### src/rtl/core/sct_pkg.sv
// Package for the sine, cosine and tangent evaluator.
// Holds widths, constants, coefficient tables, payload structs and the rounding shift.
// Depends on nothing.
package sct_pkg;

	localparam int WF          = 30;
	localparam int R_W         = 33;
	localparam int U_W         = 29;
	localparam int ACC_W       = 36;
	localparam int HP_W        = 66;
	localparam int PM_W        = 69;
	localparam int PS_W        = 67;
	localparam int SC_W        = 34;
	localparam int NUM_W       = 60;
	localparam int QB          = 41;
	localparam int DV_W        = 76;
	localparam int TAN_FRAC    = 24;
	localparam int SIN_STEPS   = 8;
	localparam int COS_STEPS   = 9;
	localparam int QUEUE_DEPTH = 4;
	localparam int QA_W        = 2;

	localparam logic [31:0] INV_PI_Q32 = 32'h517C_C1B7;
	localparam logic [31:0] PI_Q30     = 32'hC90F_DAA2;
	localparam logic [QB-1:0] TAN_MAX     = 41'h07F_FFFF_FFFF;
	localparam logic [QB-1:0] TAN_NEG_MAX = 41'h080_0000_0000;
	localparam logic signed [ACC_W-1:0] ONE_Q = 36'sh0_4000_0000;

	localparam logic signed [ACC_W-1:0] SIN_COEF [SIN_STEPS] = '{
		-36'sd1766234505, 36'sd871601792, -36'sd204818212, 36'sd28076038,
		-36'sd2519085, 36'sd159374, -36'sd7490, 36'sd272
	};

	localparam logic signed [ACC_W-1:0] COS_COEF [COS_STEPS] = '{
		-36'sd5298703516, 36'sd4358008962, -36'sd1433727481, 36'sd252684340,
		-36'sd27709939, 36'sd2071865, -36'sd112354, 36'sd4620, -36'sd148
	};

	typedef enum logic [1:0] {
		MODE_SIN  = 2'd0,
		MODE_COS  = 2'd1,
		MODE_BOTH = 2'd2,
		MODE_TAN  = 2'd3
	} mode_t;

	typedef struct packed {
		mode_t                  mode;
		logic                   xneg;
		logic                   odd;
		logic signed [R_W-1:0]  r;
	} item_t;

	typedef struct packed {
		mode_t                   mode;
		logic                    xneg;
		logic                    odd;
		logic signed [R_W-1:0]   r;
		logic [U_W-1:0]          u;
		logic signed [ACC_W-1:0] p;
		logic signed [ACC_W-1:0] q;
	} hw_t;

	typedef struct packed {
		mode_t             mode;
		logic [31:0]       sin_res;
		logic [31:0]       cos_res;
		logic              neg;
		logic              czero;
		logic              snz;
		logic              ovf;
		logic [SC_W-1:0]   cm;
		logic [NUM_W-1:0]  rem;
		logic [QB-1:0]     quo;
	} div_t;

	function automatic logic signed [79:0] rnd_sh(input logic signed [79:0] v,
		input int unsigned s);
		logic signed [79:0] h;
		if (s == 0) return v;
		h = 80'sd1 <<< (s - 1);
		return (v + h - (v < 0 ? 80'sd1 : 80'sd0)) >>> s;
	endfunction

	function automatic logic signed [ACC_W-1:0] cos_add(input int k);
		if (k < COS_STEPS - 1) return COS_COEF[COS_STEPS - 2 - k];
		return ONE_Q;
	endfunction

	function automatic logic signed [ACC_W-1:0] sin_add(input int k);
		if (k < SIN_STEPS - 1) return SIN_COEF[SIN_STEPS - 2 - k];
		return ONE_Q;
	endfunction

endpackage

### src/rtl/core/sct_front.sv
// Front end: accepts angle transactions and reduces them to half-turn parity and residual.
// Depends on sct_pkg.
module sct_front #(
	parameter int ANGLE_FRAC_BITS = 24
) (
	input  logic                clk,
	input  logic                arst_n,
	input  logic                s_tvalid,
	output logic                s_tready,
	input  logic [31:0]         s_tdata,
	input  logic [1:0]          s_tuser,
	output logic                item_valid,
	input  logic                item_ready,
	output sct_pkg::item_t      item
);

	localparam int R_W = sct_pkg::R_W;

	logic                v_s1, v_s2;
	sct_pkg::mode_t      mode_s1, mode_s2;
	logic                xneg_s1, xneg_s2;
	logic [31:0]         mag_s1;
	logic [63:0]         prod_s2;
	logic                en1, en2;
	logic [63:0]         t;
	logic [31:0]         frac;
	logic                up;
	logic signed [R_W-1:0] r;

	assign en2      = !v_s2 || item_ready;
	assign en1      = !v_s1 || en2;
	assign s_tready = en1;

	always_ff @(posedge clk or negedge arst_n) begin
		if (!arst_n) begin
			v_s1 <= 1'b0;
			v_s2 <= 1'b0;
		end else begin
			if (en1) v_s1 <= s_tvalid;
			if (en2) v_s2 <= v_s1;
		end
	end

	always_ff @(posedge clk) begin
		if (en1 && s_tvalid) begin
			mode_s1 <= sct_pkg::mode_t'(s_tuser);
			xneg_s1 <= s_tdata[31];
			mag_s1  <= s_tdata[31] ? (~s_tdata + 32'd1) : s_tdata;
		end
		if (en2 && v_s1) begin
			mode_s2 <= mode_s1;
			xneg_s2 <= xneg_s1;
			prod_s2 <= 64'(mag_s1) * 64'(sct_pkg::INV_PI_Q32);
		end
	end

	always_comb begin
		t    = (prod_s2 + (64'd1 << (ANGLE_FRAC_BITS - 1))) >> ANGLE_FRAC_BITS;
		frac = t[31:0];
		up   = (frac > 32'h8000_0000) || (frac == 32'h8000_0000 && t[32]);
		r    = {1'b0, frac} - (up ? 33'h1_0000_0000 : 33'h0);
	end

	assign item_valid = v_s2;
	assign item       = '{mode: mode_s2, xneg: xneg_s2, odd: t[32] ^ up, r: r};

endmodule

### config.mk
export PLATFORM = sky130hd
export DESIGN_NAME = sct_front
export DESIGN_NICKNAME = d
export VERILOG_FILES = /design/src/rtl/core/sct_pkg.sv /design/src/rtl/core/sct_front.sv
export SDC_FILE = /design/constraint.sdc
export NUM_CORES = 1
export LEC_CHECK = 0
export BUFFER_PORTS_ARGS = -buffer_cell sky130_fd_sc_hd__buf_4
export CAP_MARGIN = 20
export CORE_MARGIN = 2
export CORE_UTILIZATION = 59
export CTS_BUF_LIST = sky130_fd_sc_hd__clkbuf_4 sky130_fd_sc_hd__clkbuf_8 sky130_fd_sc_hd__clkbuf_16
export CTS_CLUSTER_SIZE = 12
export DETAILED_ROUTE_END_ITERATION = 12
export GPL_ROUTABILITY_DRIVEN = 0
export PLACE_DENSITY_LB_ADDON = 0.05
export SLEW_MARGIN = 20
export SYNTH_ARGS = -nofsm -noshare
export SYNTH_HDL_FRONTEND = slang
export SYNTH_SLANG_ARGS = --single-unit
### constraint.sdc
create_clock -name clk -period 7.15 [get_ports clk]
set_clock_uncertainty 0.05 [all_clocks]
set_input_delay 1.43 -clock clk [delete_from_list [all_inputs] [get_ports clk]]
set_output_delay 1.43 -clock clk [all_outputs]
set_load 0.01 [all_outputs]
Yosys cells after proc, flatten, opt, wreduce, memory -nomap -nowiden
Index checks and enable logic that the tools add are counted.
Storage, ports and cells
  logic and storage cells: 27
  bits in registers: 97
  output and inout port bits: 39
Operators by class
  $lt $le $gt $ge: 1
  bitwise logic cells: 2
  equal/unequal tests: 1
  $add $sub $neg: 3
  reduce and logical (&&, ||, !) cells: 8
  multiplexer cells: 2
  multipliers: 1
Operators with widths (count)
  57-bit by 24-bit adder with 57-bit output (second input constant): 1
  32-bit by 31-bit multiplier with 57-bit output (second input constant): 1
  33-bit 2-to-1 mux: 1
  32-bit by 33-bit subtractor with 33-bit output: 1
  32-bit by 1-bit adder with 32-bit output (second input constant): 1
  32-bit == test (second input constant): 1
  32-bit greater-than comparator (second input constant): 1
  32-bit inverter: 1
  31-bit 2-to-1 mux: 1
  1-bit logical AND: 3
  1-bit logical OR: 3
  1-bit logical NOT: 2
  1-bit XOR: 1

Logic depth before layout (Yosys ltp)
  depth after elaboration: 6
  mapped depth: 26
  depth with buffers taken out: 26

Worst setup path before layout
OpenSTA, ideal clock, no wires.
  kind: register to register
  from: reg mag_s1[13]
  to: reg prod_s2[56] (data pin)
  arrival: 6.890 ns
  setup slack: -0.052 ns
  path buffers: 0
  stages on the path, launching flop included: 23
  library setup time: 0.261 ns
  data required time: 6.839 ns
  path through: edfxtp_1 -> inv_1 -> fa_1 -> fa_1 -> fa_1 -> inv_1 -> fa_1 -> fa_1 -> fa_1 -> fa_1 -> inv_1 -> fa_1 -> inv_1 -> ha_1 -> a21oi_1 -> nor2_1 -> or3b_2 -> nor3_1 -> a21oi_1 -> a32oi_1 -> nor2b_1 -> o21ai_0 -> xnor2_1
Between the ends
  cells in the longest elaborated chain, start to end: 1
Ends and longest elaborated chain
  start, declared: line sct_front.sv:22  | logic [31:0] mag_s1;
  start signal, assigned: line sct_front.sv:48  | mag_s1 <= s_tdata[31] ? (~s_tdata + 32'd1) : s_tdata;
  32-bit by 31-bit multiplier with 57-bit output: line sct_front.sv:53  | prod_s2 <= 64'(mag_s1) * 64'(sct_pkg::INV_PI_Q32);
  end signal, assigned: line sct_front.sv:53
  end, declared: line sct_front.sv:23  | logic [63:0] prod_s2;
Every way passes these cells.
A chain may end at the register's enable or synchronous reset.

Final worst setup path
  from: reg mag_s1[10]
  to: reg prod_s2[42] (data pin)
The elaborated chain is that of the path after synthesis.

==> metrics.cfg <==
[route]
ant_nets = 0
drtIter0Drc = 706
vias = 13800
drt_pass1_iterations = 5
drc_errors = 0
wl_per_cell_um = 18.5
drt-total-wl_um = 48600
vias_per_cell = 5.25

[run_status]
status = finished clean

[synthesis]
yosys_warnings = 0
synth_top_area_cell = fa_1
synth.distinct_cells = 69
synth_simple_gate_area_share_pct = 5.63
syn_area_per_cell_um2 = 10.4
synth_area_leaders = fa_1, ha_1, inv_1
synth.area.mux_share_pct = 0.110
synth_ff_type = edfxtp_1
yosys.area_share.adder_pct = 61.3
synth_nets = 2758
synth.top_cell.area_share_pct = 41.0
synth_compound_area_share_pct = 5.55
ys_ff_latch = 74
syn_area_um2 = 20400
ys_seq_area_share_pct = 10.8
synth_xor_area_share_pct = 4.33
netlist_top_cells_count = inv_1, fa_1, ha_1, edfxtp_1, xnor2_1
syn-instance-count = 1971
synth-async-reset-ratio_pct = 2.70
synth_most_common_cell = inv_1
synth_top_family_by_area = adder cells
synth-edff-count = 72

[die]
floorplan.die_area_um2 = 36100
die_x_um = 190
start_util_pct = 59.5
die_h_um = 190
std_cell_rows = 68
io_pins = 77
coreArea_um2 = 34300

[sta]
finalSetupViolations = 0
worst_pin_slew_ns = 0.969
fmax_mhz = 142
max-slew-margin-rel_pct = 35.4
finalCritPeriodShare_pct = 98.4
hold_viol = 0
rsz0062_at_grt = true
layout_min_cycle_time_ns = 7.04
finalMaxSlewViolations = 0

[setup_path]
cp_max_fo = 4
worstPathArrival_ns = 7.08
cp-end-kind = flop
startpoint_type = flop
path_class = reg -> reg
worstPathRequired_ns = 7.19

[grt]
grt_start_max_net_pins = 38
antenna_found_initial = 0
grt_use_total_pct = 28.2
overflow = 0
grt_pass1_vias = 14600
grt_pass1_wl_um = 76700

[layout]
fillers = 2745
area_growth_pct = 13.3
fin_cells = 2633
drive_gt1_share_pct = 14.5
antennaDiodeCount = 0
fin_nets = 2960

[placed_design]
numPortBuffers = 76
dp_hpwl_um = 44100
placedCellCount = 2604

[clocking]
numCtsBuffers = 9
clockBufferDepth = 2
cts_tree = built
root_buffer = clkbuf_16
ctsHoldBuffers = 0
clock-sinks = 74
h-tree-depth = 3
path_clk_slew_ns = 0.06
clock_latency_ns = 0.36

[flow_run]
cap_viol_max_count = 0

[worst_hold_path]
hold_path_class = reg -> reg

## placed cells by master, fill, tap and decap left out, types with 4 or more instances in the layout
cell type	n
inv_1	629
fa_1	408
ha_1	324
buf_4	200
edfxtp_1	72
xnor2_1	67
nand2_1	56
a21oi_1	40
xor2_1	34
o21ai_0	24
a21o_1	24
nor2_1	23
nand3_1	22
inv_2	20
nor3_1	16
nand4_1	13
or3_1	10
fa_2	10
clkbuf_16	9
a21oi_2	8
o31ai_1	8
nor4_1	8
and3_1	7
nand2b_1	6
a31oi_1	6
o21bai_1	6
or4_1	6
o21a_1	5
o21ai_2	5
nand2_2	5
and4_1	5
o41ai_1	5
ha_4	5
a211oi_2	4
o21ai_1	4
o211ai_1	4
## layout make-up
type	count	area, um2	share of cell area (%)
Clock inverter	5	85.1	0.368
Sequential cell	74	2210	9.56
Inverter	649	2440	10.5
Multi-Input combinational cell	1235	16000	69.2
Timing Repair Buffer	204	1560	6.76
Tap cell	455	569	2.46
Clock buffer	11	253	1.09
## kinds of logic after synthesis
kind of cell,count (synthesis)
muxes,2
AOI/OAI and AO/OA,172
buffers and inverters,662
and+or+nand+nor,211
DFF,74
adders and majority gates,749
xor gates and xnor gates,101
## critical path, stage by stage, from the launching register on
cell      delay (ns)
edfxtp_1        0.38
inv_2           0.07
buf_4           0.14
fa_1            0.53
fa_2            0.46
fa_2            0.57
inv_1           0.05
fa_1            0.50
fa_2            0.60
fa_2            0.43
fa_1            0.55
inv_1           0.08
fa_1            0.53
inv_1           0.06
ha_4            0.29
nand2_2         0.08
buf_4           0.16
nor2_4          0.13
nor4b_2         0.27
a211oi_2        0.09
nand2_2         0.14
a21oi_1         0.14
o41ai_2         0.35
xor2_1          0.10
## metal layers
metal	share of wire [%]	routed length (um)	vias up	global-route usage (%)
li1	-	-	6496	-
met3	4.5	2200	77	3.39
met5	0	0	-	0
met1	46	22300	6936	41.1
met2	47	22600	310	44.3
met4	3.1	1480	0	8.97
## sequential cells by signal, indices dropped and copies added (netlist names)
register,count
prod_s2,34
xneg_s1,1
v_s1,1
mag_s1,32
xneg_s2,1
mode_s2,2
item_valid,1
mode_s1,2
## repair_timing
| action | 4_1_cts | 5_1_grt |
|---|---|---|
| setup endpoints to repair | 18 | 20 |
| gates resized for setup | 20 | 76 |
| setup buffers | 0 | 13 |
| pin swaps | 6 | 52 |
## path summary, 6_finish.rpt
path | startpoint | endpoint | slack [ns] | cells after the start
worst max register to register | mag_s1[10] | prod_s2[42] | 0.11 | 23
max in group asynchronous | arst_n | item_valid | 6.16 | 1
worst max-delay path | mag_s1[10] | prod_s2[42] | 0.11 | 23
min in group asynchronous | arst_n | v_s1 | 0.80 | 1
worst min-delay path | mode_s1[0] | mode_s2[0] | 0.38 | 0
worst min register to register | mode_s1[0] | mode_s2[0] | 0.38 | 0
## stage by stage
stage          utilization (%)  area [um2]  TNS (ns)  worst slack (ns)  hold slack, ns
6_report                  67.5       23100         0             0.113           0.378
5_1_grt                   67.5       23100    -0.468           -0.0682           0.381
3_5_place_dp              65.3       22400     -1.55            -0.235           0.364
2_1_floorplan                -       20400         0            0.0182           0.350
4_1_cts                   66.5       22800         0          0.000162           0.380
3_3_place_gp              65.3       22400    -0.718            -0.251           0.354
Power is left out: the tool's default activity adds up to more than one toggle a clock period on the data nets, which glitch-free logic cannot reach.
