**config.mk**
```make
export PLATFORM = sky130hd
export DESIGN_NAME = sct_queue
export DESIGN_NICKNAME = d
export VERILOG_FILES = /design/src/rtl/core/sct_pkg.sv /design/src/rtl/core/sct_queue.sv
export SDC_FILE = /design/constraint.sdc
export NUM_CORES = 1
export LEC_CHECK = 0
export BUFFER_PORTS_ARGS = -buffer_cell sky130_fd_sc_hd__buf_4
export CORE_MARGIN = 4
export CORE_UTILIZATION = 30
export DETAILED_ROUTE_END_ITERATION = 8
export PLACE_DENSITY_LB_ADDON = 0.15
export SYNTH_ARGS = -nofsm -noshare
export SYNTH_HDL_FRONTEND = slang
export SYNTH_SLANG_ARGS = --single-unit
```
**constraint.sdc**
```tcl
create_clock -name clk -period 2.7 [get_ports clk]
set_input_delay 0.54 -clock clk [delete_from_list [all_inputs] [get_ports clk]]
set_output_delay 0.54 -clock clk [all_outputs]
set_load 0.1 [all_outputs]
```
**src/rtl/core/sct_pkg.sv**
```systemverilog
// Package for the sine, cosine and tangent evaluator.
// Holds widths, constants, coefficient tables, payload structs and the rounding shift.
// Depends on nothing.
package sct_pkg;

	localparam int WF          = 30;
	localparam int R_W         = 33;
	localparam int U_W         = 29;
	localparam int ACC_W       = 36;
	localparam int HP_W        = 66;
	localparam int PM_W        = 69;
	localparam int PS_W        = 67;
	localparam int SC_W        = 34;
	localparam int NUM_W       = 60;
	localparam int QB          = 41;
	localparam int DV_W        = 76;
	localparam int TAN_FRAC    = 24;
	localparam int SIN_STEPS   = 8;
	localparam int COS_STEPS   = 9;
	localparam int QUEUE_DEPTH = 4;
	localparam int QA_W        = 2;

	localparam logic [31:0] INV_PI_Q32 = 32'h517C_C1B7;
	localparam logic [31:0] PI_Q30     = 32'hC90F_DAA2;
	localparam logic [QB-1:0] TAN_MAX     = 41'h07F_FFFF_FFFF;
	localparam logic [QB-1:0] TAN_NEG_MAX = 41'h080_0000_0000;
	localparam logic signed [ACC_W-1:0] ONE_Q = 36'sh0_4000_0000;

	localparam logic signed [ACC_W-1:0] SIN_COEF [SIN_STEPS] = '{
		-36'sd1766234505, 36'sd871601792, -36'sd204818212, 36'sd28076038,
		-36'sd2519085, 36'sd159374, -36'sd7490, 36'sd272
	};

	localparam logic signed [ACC_W-1:0] COS_COEF [COS_STEPS] = '{
		-36'sd5298703516, 36'sd4358008962, -36'sd1433727481, 36'sd252684340,
		-36'sd27709939, 36'sd2071865, -36'sd112354, 36'sd4620, -36'sd148
	};

	typedef enum logic [1:0] {
		MODE_SIN  = 2'd0,
		MODE_COS  = 2'd1,
		MODE_BOTH = 2'd2,
		MODE_TAN  = 2'd3
	} mode_t;

	typedef struct packed {
		mode_t                  mode;
		logic                   xneg;
		logic                   odd;
		logic signed [R_W-1:0]  r;
	} item_t;

	typedef struct packed {
		mode_t                   mode;
		logic                    xneg;
		logic                    odd;
		logic signed [R_W-1:0]   r;
		logic [U_W-1:0]          u;
		logic signed [ACC_W-1:0] p;
		logic signed [ACC_W-1:0] q;
	} hw_t;

	typedef struct packed {
		mode_t             mode;
		logic [31:0]       sin_res;
		logic [31:0]       cos_res;
		logic              neg;
		logic              czero;
		logic              snz;
		logic              ovf;
		logic [SC_W-1:0]   cm;
		logic [NUM_W-1:0]  rem;
		logic [QB-1:0]     quo;
	} div_t;

	function automatic logic signed [79:0] rnd_sh(input logic signed [79:0] v,
		input int unsigned s);
		logic signed [79:0] h;
		if (s == 0) return v;
		h = 80'sd1 <<< (s - 1);
		return (v + h - (v < 0 ? 80'sd1 : 80'sd0)) >>> s;
	endfunction

	function automatic logic signed [ACC_W-1:0] cos_add(input int k);
		if (k < COS_STEPS - 1) return COS_COEF[COS_STEPS - 2 - k];
		return ONE_Q;
	endfunction

	function automatic logic signed [ACC_W-1:0] sin_add(input int k);
		if (k < SIN_STEPS - 1) return SIN_COEF[SIN_STEPS - 2 - k];
		return ONE_Q;
	endfunction

endpackage

```
**src/rtl/core/sct_queue.sv**
```systemverilog
// Short queue between the front end and the evaluation pipeline.
// Depends on sct_pkg.
module sct_queue (
	input  logic           clk,
	input  logic           arst_n,
	input  logic           in_valid,
	output logic           in_ready,
	input  sct_pkg::item_t in_item,
	output logic           out_valid,
	input  logic           out_ready,
	output sct_pkg::item_t out_item
);

	localparam int QA_W  = sct_pkg::QA_W;
	localparam int DEPTH = sct_pkg::QUEUE_DEPTH;

	sct_pkg::item_t  mem_q [DEPTH];
	logic [QA_W-1:0] wr_q, rd_q;
	logic [QA_W:0]   cnt_q;
	logic            push, pop;

	assign in_ready  = cnt_q != (QA_W + 1)'(DEPTH);
	assign out_valid = cnt_q != '0;
	assign out_item  = mem_q[rd_q];
	assign push      = in_valid && in_ready;
	assign pop       = out_valid && out_ready;

	always_ff @(posedge clk or negedge arst_n) begin
		if (!arst_n) begin
			wr_q  <= '0;
			rd_q  <= '0;
			cnt_q <= '0;
		end else begin
			if (push) wr_q <= wr_q + 1'b1;
			if (pop) rd_q <= rd_q + 1'b1;
			unique case ({push, pop})
				2'b10:   cnt_q <= cnt_q + 1'b1;
				2'b01:   cnt_q <= cnt_q - 1'b1;
				default: cnt_q <= cnt_q;
			endcase
		end
	end

	always_ff @(posedge clk) begin
		if (push) mem_q[wr_q] <= in_item;
	end

endmodule

```
# Word level (Yosys, flattened, before mapping)
# Memories as Yosys holds them, arrays and structs flattened.
# Index checks and enable logic that the tools add are counted.
# word_totals
register_bits	7
ramBits	148
input_bits	41
output_inout_bits	39
elab_cells	18
n_memories	1
# classes
add_sub_neg	4
eq_ne	3
muxes	3
n_reduce_logical	4
# mem_list
memory	depth	word_bits	read_ports	rd_clocked_by_memory_dff	wr	line	source
mem_q	4	37	1	0	1	sct_queue.sv:17	sct_pkg::item_t mem_q [DEPTH];
# ops
op	n
$pmux W3 S2	1
$add A2 B1 Y2 const B	2
$add A3 B1 Y3 const B	1
$ne A3 B3 Y1 const B	1
$reduce_bool A3 Y1	1
$sub A3 B1 Y3 const B	1
$eq A2 B1 Y1 const B	1
$eq A2 B2 Y1 const B	1
$logic_and A1 B1 Y1	2
$mux W1	2
$reduce_bool A2 Y1	1

# Logic depth before layout (Yosys ltp)
# Gate-level depths: netlist (run 1).
# depth
ltp_word	4
depth_mapped	9
ltp_nobuf	9

# Worst setup path before layout (run 1)
# No wires, ideal clock.
# synth_path
path_kind	reg2reg
start	register cnt_q[0]
end	register cnt_q[2]
setup_time_ps	79
t_arrival_ps	2192
required_ps	2621
path_slack_ps	429
path_stages_with_launch	10
path_buffers	0
synth_period_minus_slack_ps	2271
path_cell_list	dfrtp_1 or3b_4 and2_4 inv_1 ha_1 inv_1 fa_1 xor2_1 nor2_1 xor2_1
# synth_via
elab_chain_len	4
word_cells_on_any_way	10
cone_classes	add/sub (2); eq/ne (3); mux (1); reduce/logical (4)
# synth_lines
element	line	source
start: declaration	sct_queue.sv:19	logic [QA_W:0] cnt_q;
start signal: assignment	sct_queue.sv:37	2'b10: cnt_q <= cnt_q + 1'b1;
start signal: assignment	sct_queue.sv:38	2'b01: cnt_q <= cnt_q - 1'b1;
start signal: assignment	sct_queue.sv:39	default: cnt_q <= cnt_q;
$ne A3 B3 Y1 *	sct_queue.sv:22	assign in_ready = cnt_q != (QA_W + 1)'(DEPTH);
named net in_ready	sct_queue.sv:7	output logic in_ready,
$logic_and A1 B1 Y1 *	sct_queue.sv:25	assign push = in_valid && in_ready;
$eq A2 B1 Y1 or $eq A2 B2 Y1 (tied branches)	sct_queue.sv:36	unique case ({push, pop})
$pmux W3 S2 or $reduce_bool A2 Y1 (tied branches)	--	
# The timed path passes the listed nets; every way through them passes the cells marked *.
# A chain may end at the register's enable or synchronous reset.

==> impl_metrics.json, run 1 <==
{
  "yosys.area.top_type_share_pct": 77.2,
  "drt-total-wl_um": 11000,
  "status": "complete, no violations",
  "grt.overflow.total": 0,
  "hold_start": "in_item[33]",
  "synth_edf_count": 148,
  "synth_common_cells": "edfxtp_1 (148), mux4_2 (37), dfrtp_1 (7)",
  "synth_top_family_by_area": "multiplexers",
  "holdPathEnd": "mem_q[0][33]$_DFFE_PP_",
  "arrival_ps": 1970,
  "rows": 50,
  "cts.path.max_buffers": 2,
  "hold_viol": 0,
  "gp_congestion": 0.691,
  "clk_pin_slew_worst_paths_ps": 60,
  "synthTopCellsByArea": "edfxtp_1 (77%), mux4_2 (14%), dfrtp_1 (3.0%)",
  "synth.most_common_cell": "edfxtp_1",
  "grt_pass1_wl_um": 17400,
  "vias": 2595,
  "cts_resized": 0,
  "tightest_slew_ps": 607,
  "critPathSlowestCell": "mux4_2",
  "drive_above_1_share_pct": 47.7,
  "worst_setup_path_end_kind": "primary output",
  "rr_worst_depth": 9,
  "synth_largest_area_cell": "edfxtp_1",
  "io_pins": 80,
  "antennaDiodeCount": 0,
  "multiInputGateArea_mm2": 0.00107,
  "routed_via_density": 4.49,
  "setup_ws_ps": 191,
  "yosys_warnings": 0,
  "period_share_pct": 92.9,
  "rsz0062_at_grt": "no",
  "synth.net_count": 277,
  "drt.antenna.violating_nets": 0,
  "max-cap-violations": 0,
  "clkSinkCount": 155,
  "regArea_mm2": 0.00462,
  "ys_ff_latch": 155,
  "min_period_ps": 2510,
  "yosys.area_share.simple_pct": 1.13,
  "die-height_um": 146,
  "synth_area_mm2": 0.00575,
  "required_ps": 2160,
  "syn_inst": 230,
  "critPathLaunchType": "flip-flop",
  "finClkSkew_ps": 12.2,
  "reg2reg_from": "cnt_q[0]$_DFFE_PN0P_",
  "firstDrtPassIters": 4,
  "crit_top_cell": "buf_4",
  "cts_tree": "done",
  "synth_cell_types": 20,
  "die_area_mm2": 0.0215,
  "syn_to_final_growth_pct": 26.9,
  "path_max_fanout": 15,
  "post_cts_buffers": 0,
  "floorplan.initialDensity_pct": 30.7,
  "drv_slew": 0,
  "wl_per_cell_um": 19.0,
  "hold_path_class": "in -> reg",
  "r2r-end": "cnt_q[2]$_DFFE_PN0P_",
  "drt-initial-drc-count": 178,
  "synth_xor_area_share_pct": 0.913,
  "clk_latency_ps": 420,
  "cts_hold_buf": 1,
  "cts-root-buf": "clkbuf_16",
  "grt_max_degree": 27,
  "nets": 378,
  "grt_pass1_vias": 2943,
  "synth-compound-area-share_pct": 0.174,
  "timing.fmax_ghz": 0.399,
  "antenna_found_initial": 0,
  "cpPeakStageDelay_ps": 560,
  "synth_ff_type": "edfxtp_1",
  "syn_area_per_cell_um2": 25.0,
  "io_buffer_count": 79,
  "nFillCells": 1679,
  "maxSlewHeadroom_pct": 59.5,
  "setup_tns_ps": 0,
  "async_flop_share_pct": 4.52,
  "fp.dieW_um": 146,
  "regToRegSetupSlack_ps": 500,
  "path_cells": "buf_4, mux4_2, buf_4",
  "coreArea_mm2": 0.0188,
  "setup_viol": 0,
  "dpl_worst_slack_ps": 514,
  "synth_mux_area_share_pct": 14.9,
  "drc": 0,
  "path_class": "reg -> out",
  "htreeDepth": 4,
  "min_path_cells": 1,
  "synth-adder-area-share_pct": 1.44,
  "synth-seq-area-share_pct": 80.3,
  "hpwlAfterDp_um": 6800,
  "track_usage_pct": 11.1,
  "cts_buffers": 17
}
## through the flow
step	cell area, µm²	util [%]	hold WS, ps	std cells
after CTS	7300	38.9	298	578
after floorplan	5750	-	244	230
final	7300	38.9	319	578
after global routing	7300	38.9	295	578
after detailed placement	6730	35.8	364	545
after global placement	6730	35.8	365	545
## worst max-delay path: cells and delay by family (launching register included)
kind,cells,cell delay [ps]
flip-flops,1,420
buffers and inverters,2,560
multiplexers,1,560
## how the worst max path moves through the flow
stage                                    start              endpoint  slack [ps]  cells after the start
final                      rd_q[0]$_DFFE_PN0P_          out_item[32]         190                      3
after global routing       rd_q[0]$_DFFE_PN0P_          out_item[32]          90                      3
after CTS                  rd_q[0]$_DFFE_PN0P_          out_item[22]         130                      3
after detailed placement  cnt_q[0]$_DFFE_PN0P_  cnt_q[2]$_DFFE_PN0P_         510                      9
after global placement    cnt_q[0]$_DFFE_PN0P_  cnt_q[2]$_DFFE_PN0P_         560                      9
after floorplan           cnt_q[0]$_DFFE_PN0P_  cnt_q[2]$_DFFE_PN0P_         430                      9
## sequential cells by signal, indices dropped and copies added (netlist names)
register  cells
wr_q          2
rd_q          2
cnt_q         3
mem_q       148
## final cells by class
cell class | count | area share, %
Clock buffer | 21 | 6.03
Clock inverter | 11 | 1.68
Inverter | 6 | 0.309
Multi-Input combinational cell | 61 | 14.6
Sequential cell | 155 | 63.4
Tap cell | 234 | 4.01
Timing Repair Buffer | 90 | 9.98
## kinds of logic after synthesis
family / after synthesis
DFF: 155
buffers and inverters: 14
adders and majority gates: 6
AOI/OAI and AO/OA: 1
muxes: 39
and+or+nand+nor: 9
xor gates and xnor gates: 6
## cells in the final DEF, fill, tap and decap left out, types with 2 or more instances in the layout
master      instances
ha_1                5
mux4_2             37
inv_1               6
bufinv_16           2
xor2_1              3
xnor2_1             3
buf_12              4
clkbuf_16          17
buf_4              85
dfrtp_1             5
and3_2              4
edfxtp_1          148
clkbuf_1            4
clkinvlp_4          6
## routing by layer
metal,wire length [µm],share of wire [%],up-vias,GRT usage [%]
met5,0,0,-,0
met1,4830,44,1346,13.8
li1,-,-,1172,-
met2,5310,48,64,17.0
met3,619,5.6,13,4.41
met4,221,2.0,0,5.08
Power of run 1 is not shown: default switching activity piles up to over one toggle a cycle in this logic, so the estimate is an artifact.
==> run 2, diff against run 1 <==
--- a/config.mk
+++ b/config.mk
@@ -9,6 +9,7 @@
 export CORE_MARGIN = 4
 export CORE_UTILIZATION = 30
 export DETAILED_ROUTE_END_ITERATION = 8
+export MAX_ROUTING_LAYER = met4
 export PLACE_DENSITY_LB_ADDON = 0.15
 export SYNTH_ARGS = -nofsm -noshare
 export SYNTH_HDL_FRONTEND = slang
==> impl_metrics.json, run 2 (same netlist as run 1, synthesis figures left out) <==
{
  "status": "complete, no violations",
  "path_class": "reg -> out",
  "min_period_ps": 2510,
  "path_max_fanout": 15,
  "io_pins": 80,
  "setup_tns_ps": 0,
  "cts.path.max_buffers": 2,
  "regMostFlops": "mem_q",
  "critPathLaunchType": "flip-flop",
  "die_area_mm2": 0.0215,
  "gp_congestion": 0.698,
  "timing.fmax_ghz": 0.399,
  "floorplan.initialDensity_pct": 30.7,
  "drc": 0,
  "period_share_pct": 92.9,
  "mostFrequentLayoutCell": "edfxtp_1",
  "wl_per_cell_um": 19.0,
  "maxSlewHeadroom_pct": 59.4,
  "max-cap-violations": 0,
  "grt.overflow.total": 0,
  "track_usage_pct": 11.4,
  "coreArea_mm2": 0.0188,
  "vias": 2596,
  "cts_hold_buf": 1,
  "clkSinkCount": 155,
  "rows": 50,
  "arrival_ps": 1970,
  "layout_common_cells": "edfxtp_1 (148), buf_4 (85), mux4_2 (37)",
  "hpwlAfterDp_um": 6800,
  "io_buffer_count": 79,
  "drt-initial-drc-count": 180,
  "clk_pin_slew_worst_paths_ps": 60,
  "clk_latency_ps": 420,
  "drt.antenna.violating_nets": 0,
  "grt_pass1_vias": 2939,
  "cts_resized": 0,
  "hold_viol": 0,
  "required_ps": 2160,
  "cts-root-buf": "clkbuf_16",
  "cts_tree": "done",
  "cts_buffers": 17,
  "drv_slew": 0,
  "die-height_um": 146,
  "setup_viol": 0,
  "firstDrtPassIters": 4,
  "nets": 378,
  "syn_to_final_growth_pct": 26.9,
  "largest_register_ffs": 148,
  "regToRegSetupSlack_ps": 500,
  "rsz0062_at_grt": "no",
  "hold_path_class": "in -> reg",
  "antennaDiodeCount": 0,
  "routed_via_density": 4.49,
  "finClkSkew_ps": 10.5,
  "reg_top3": "mem_q x148, cnt_q x3",
  "grt_pass1_wl_um": 17400,
  "grt_max_degree": 27,
  "htreeDepth": 4,
  "tightest_slew_ps": 609,
  "drive_above_1_share_pct": 47.7,
  "post_cts_buffers": 0,
  "drt-total-wl_um": 11000,
  "fp.dieW_um": 146,
  "antenna_found_initial": 0,
  "worst_setup_path_end_kind": "primary output"
}
## run 2: cell counts in the layout (fill, tap and decap cells not counted)
No cell type changed its count.
## run 2: worst max-delay path: stages (launching register included)
cell and delay, ps:
dfrtp_4 420, buf_4 310, mux4_2 560, buf_4 250
## run 2: final timing paths
kind                                      start                     end  depth (start not counted)
max                         rd_q[0]$_DFFE_PN0P_            out_item[32]                          3
min                                 in_item[32]  mem_q[2][32]$_DFFE_PP_                          1
max reg2reg                cnt_q[0]$_DFFE_PN0P_    cnt_q[2]$_DFFE_PN0P_                          9
min reg2reg                cnt_q[2]$_DFFE_PN0P_    cnt_q[2]$_DFFE_PN0P_                          1
max in group asynchronous                arst_n     rd_q[0]$_DFFE_PN0P_                          2
min in group asynchronous                arst_n    cnt_q[0]$_DFFE_PN0P_                          2
## run 2: per-layer routing
layer / wire (µm) / vias to the layer above / global-route usage [%]
li1: - / 1171 / -
met1: 4910 / 1349 / 14.0
met2: 5290 / 61 / 16.9
met3: 627 / 15 / 4.81
met4: 173 / 0 / 4.23
met5: 0 / - / -
## run 2: area by class of cell
| cell class | instances | area [µm²] |
|---|---|---|
| Fill cell | 1679 | 11500 |
| Inverter | 6 | 22.5 |
| Multi-Input combinational cell | 61 | 1070 |
| Tap cell | 234 | 293 |
| Sequential cell | 155 | 4620 |
| Clock buffer | 21 | 440 |
| Timing Repair Buffer | 90 | 728 |
| Clock inverter | 11 | 123 |
## run 2: through the flow
stage | util [%] | setup WS [ps] | cells | hold WS (ps) | cell area [µm²]
2_1_floorplan | - | 429 | 230 | 244 | 5750
3_3_place_gp | 35.8 | 563 | 545 | 365 | 6730
3_5_place_dp | 35.8 | 514 | 545 | 364 | 6730
4_1_cts | 38.9 | 126 | 578 | 298 | 7300
5_1_grt | 38.9 | 86.1 | 578 | 293 | 7300
6_report | 38.9 | 193 | 578 | 322 | 7300
Power of run 2 is left out for the same reason.
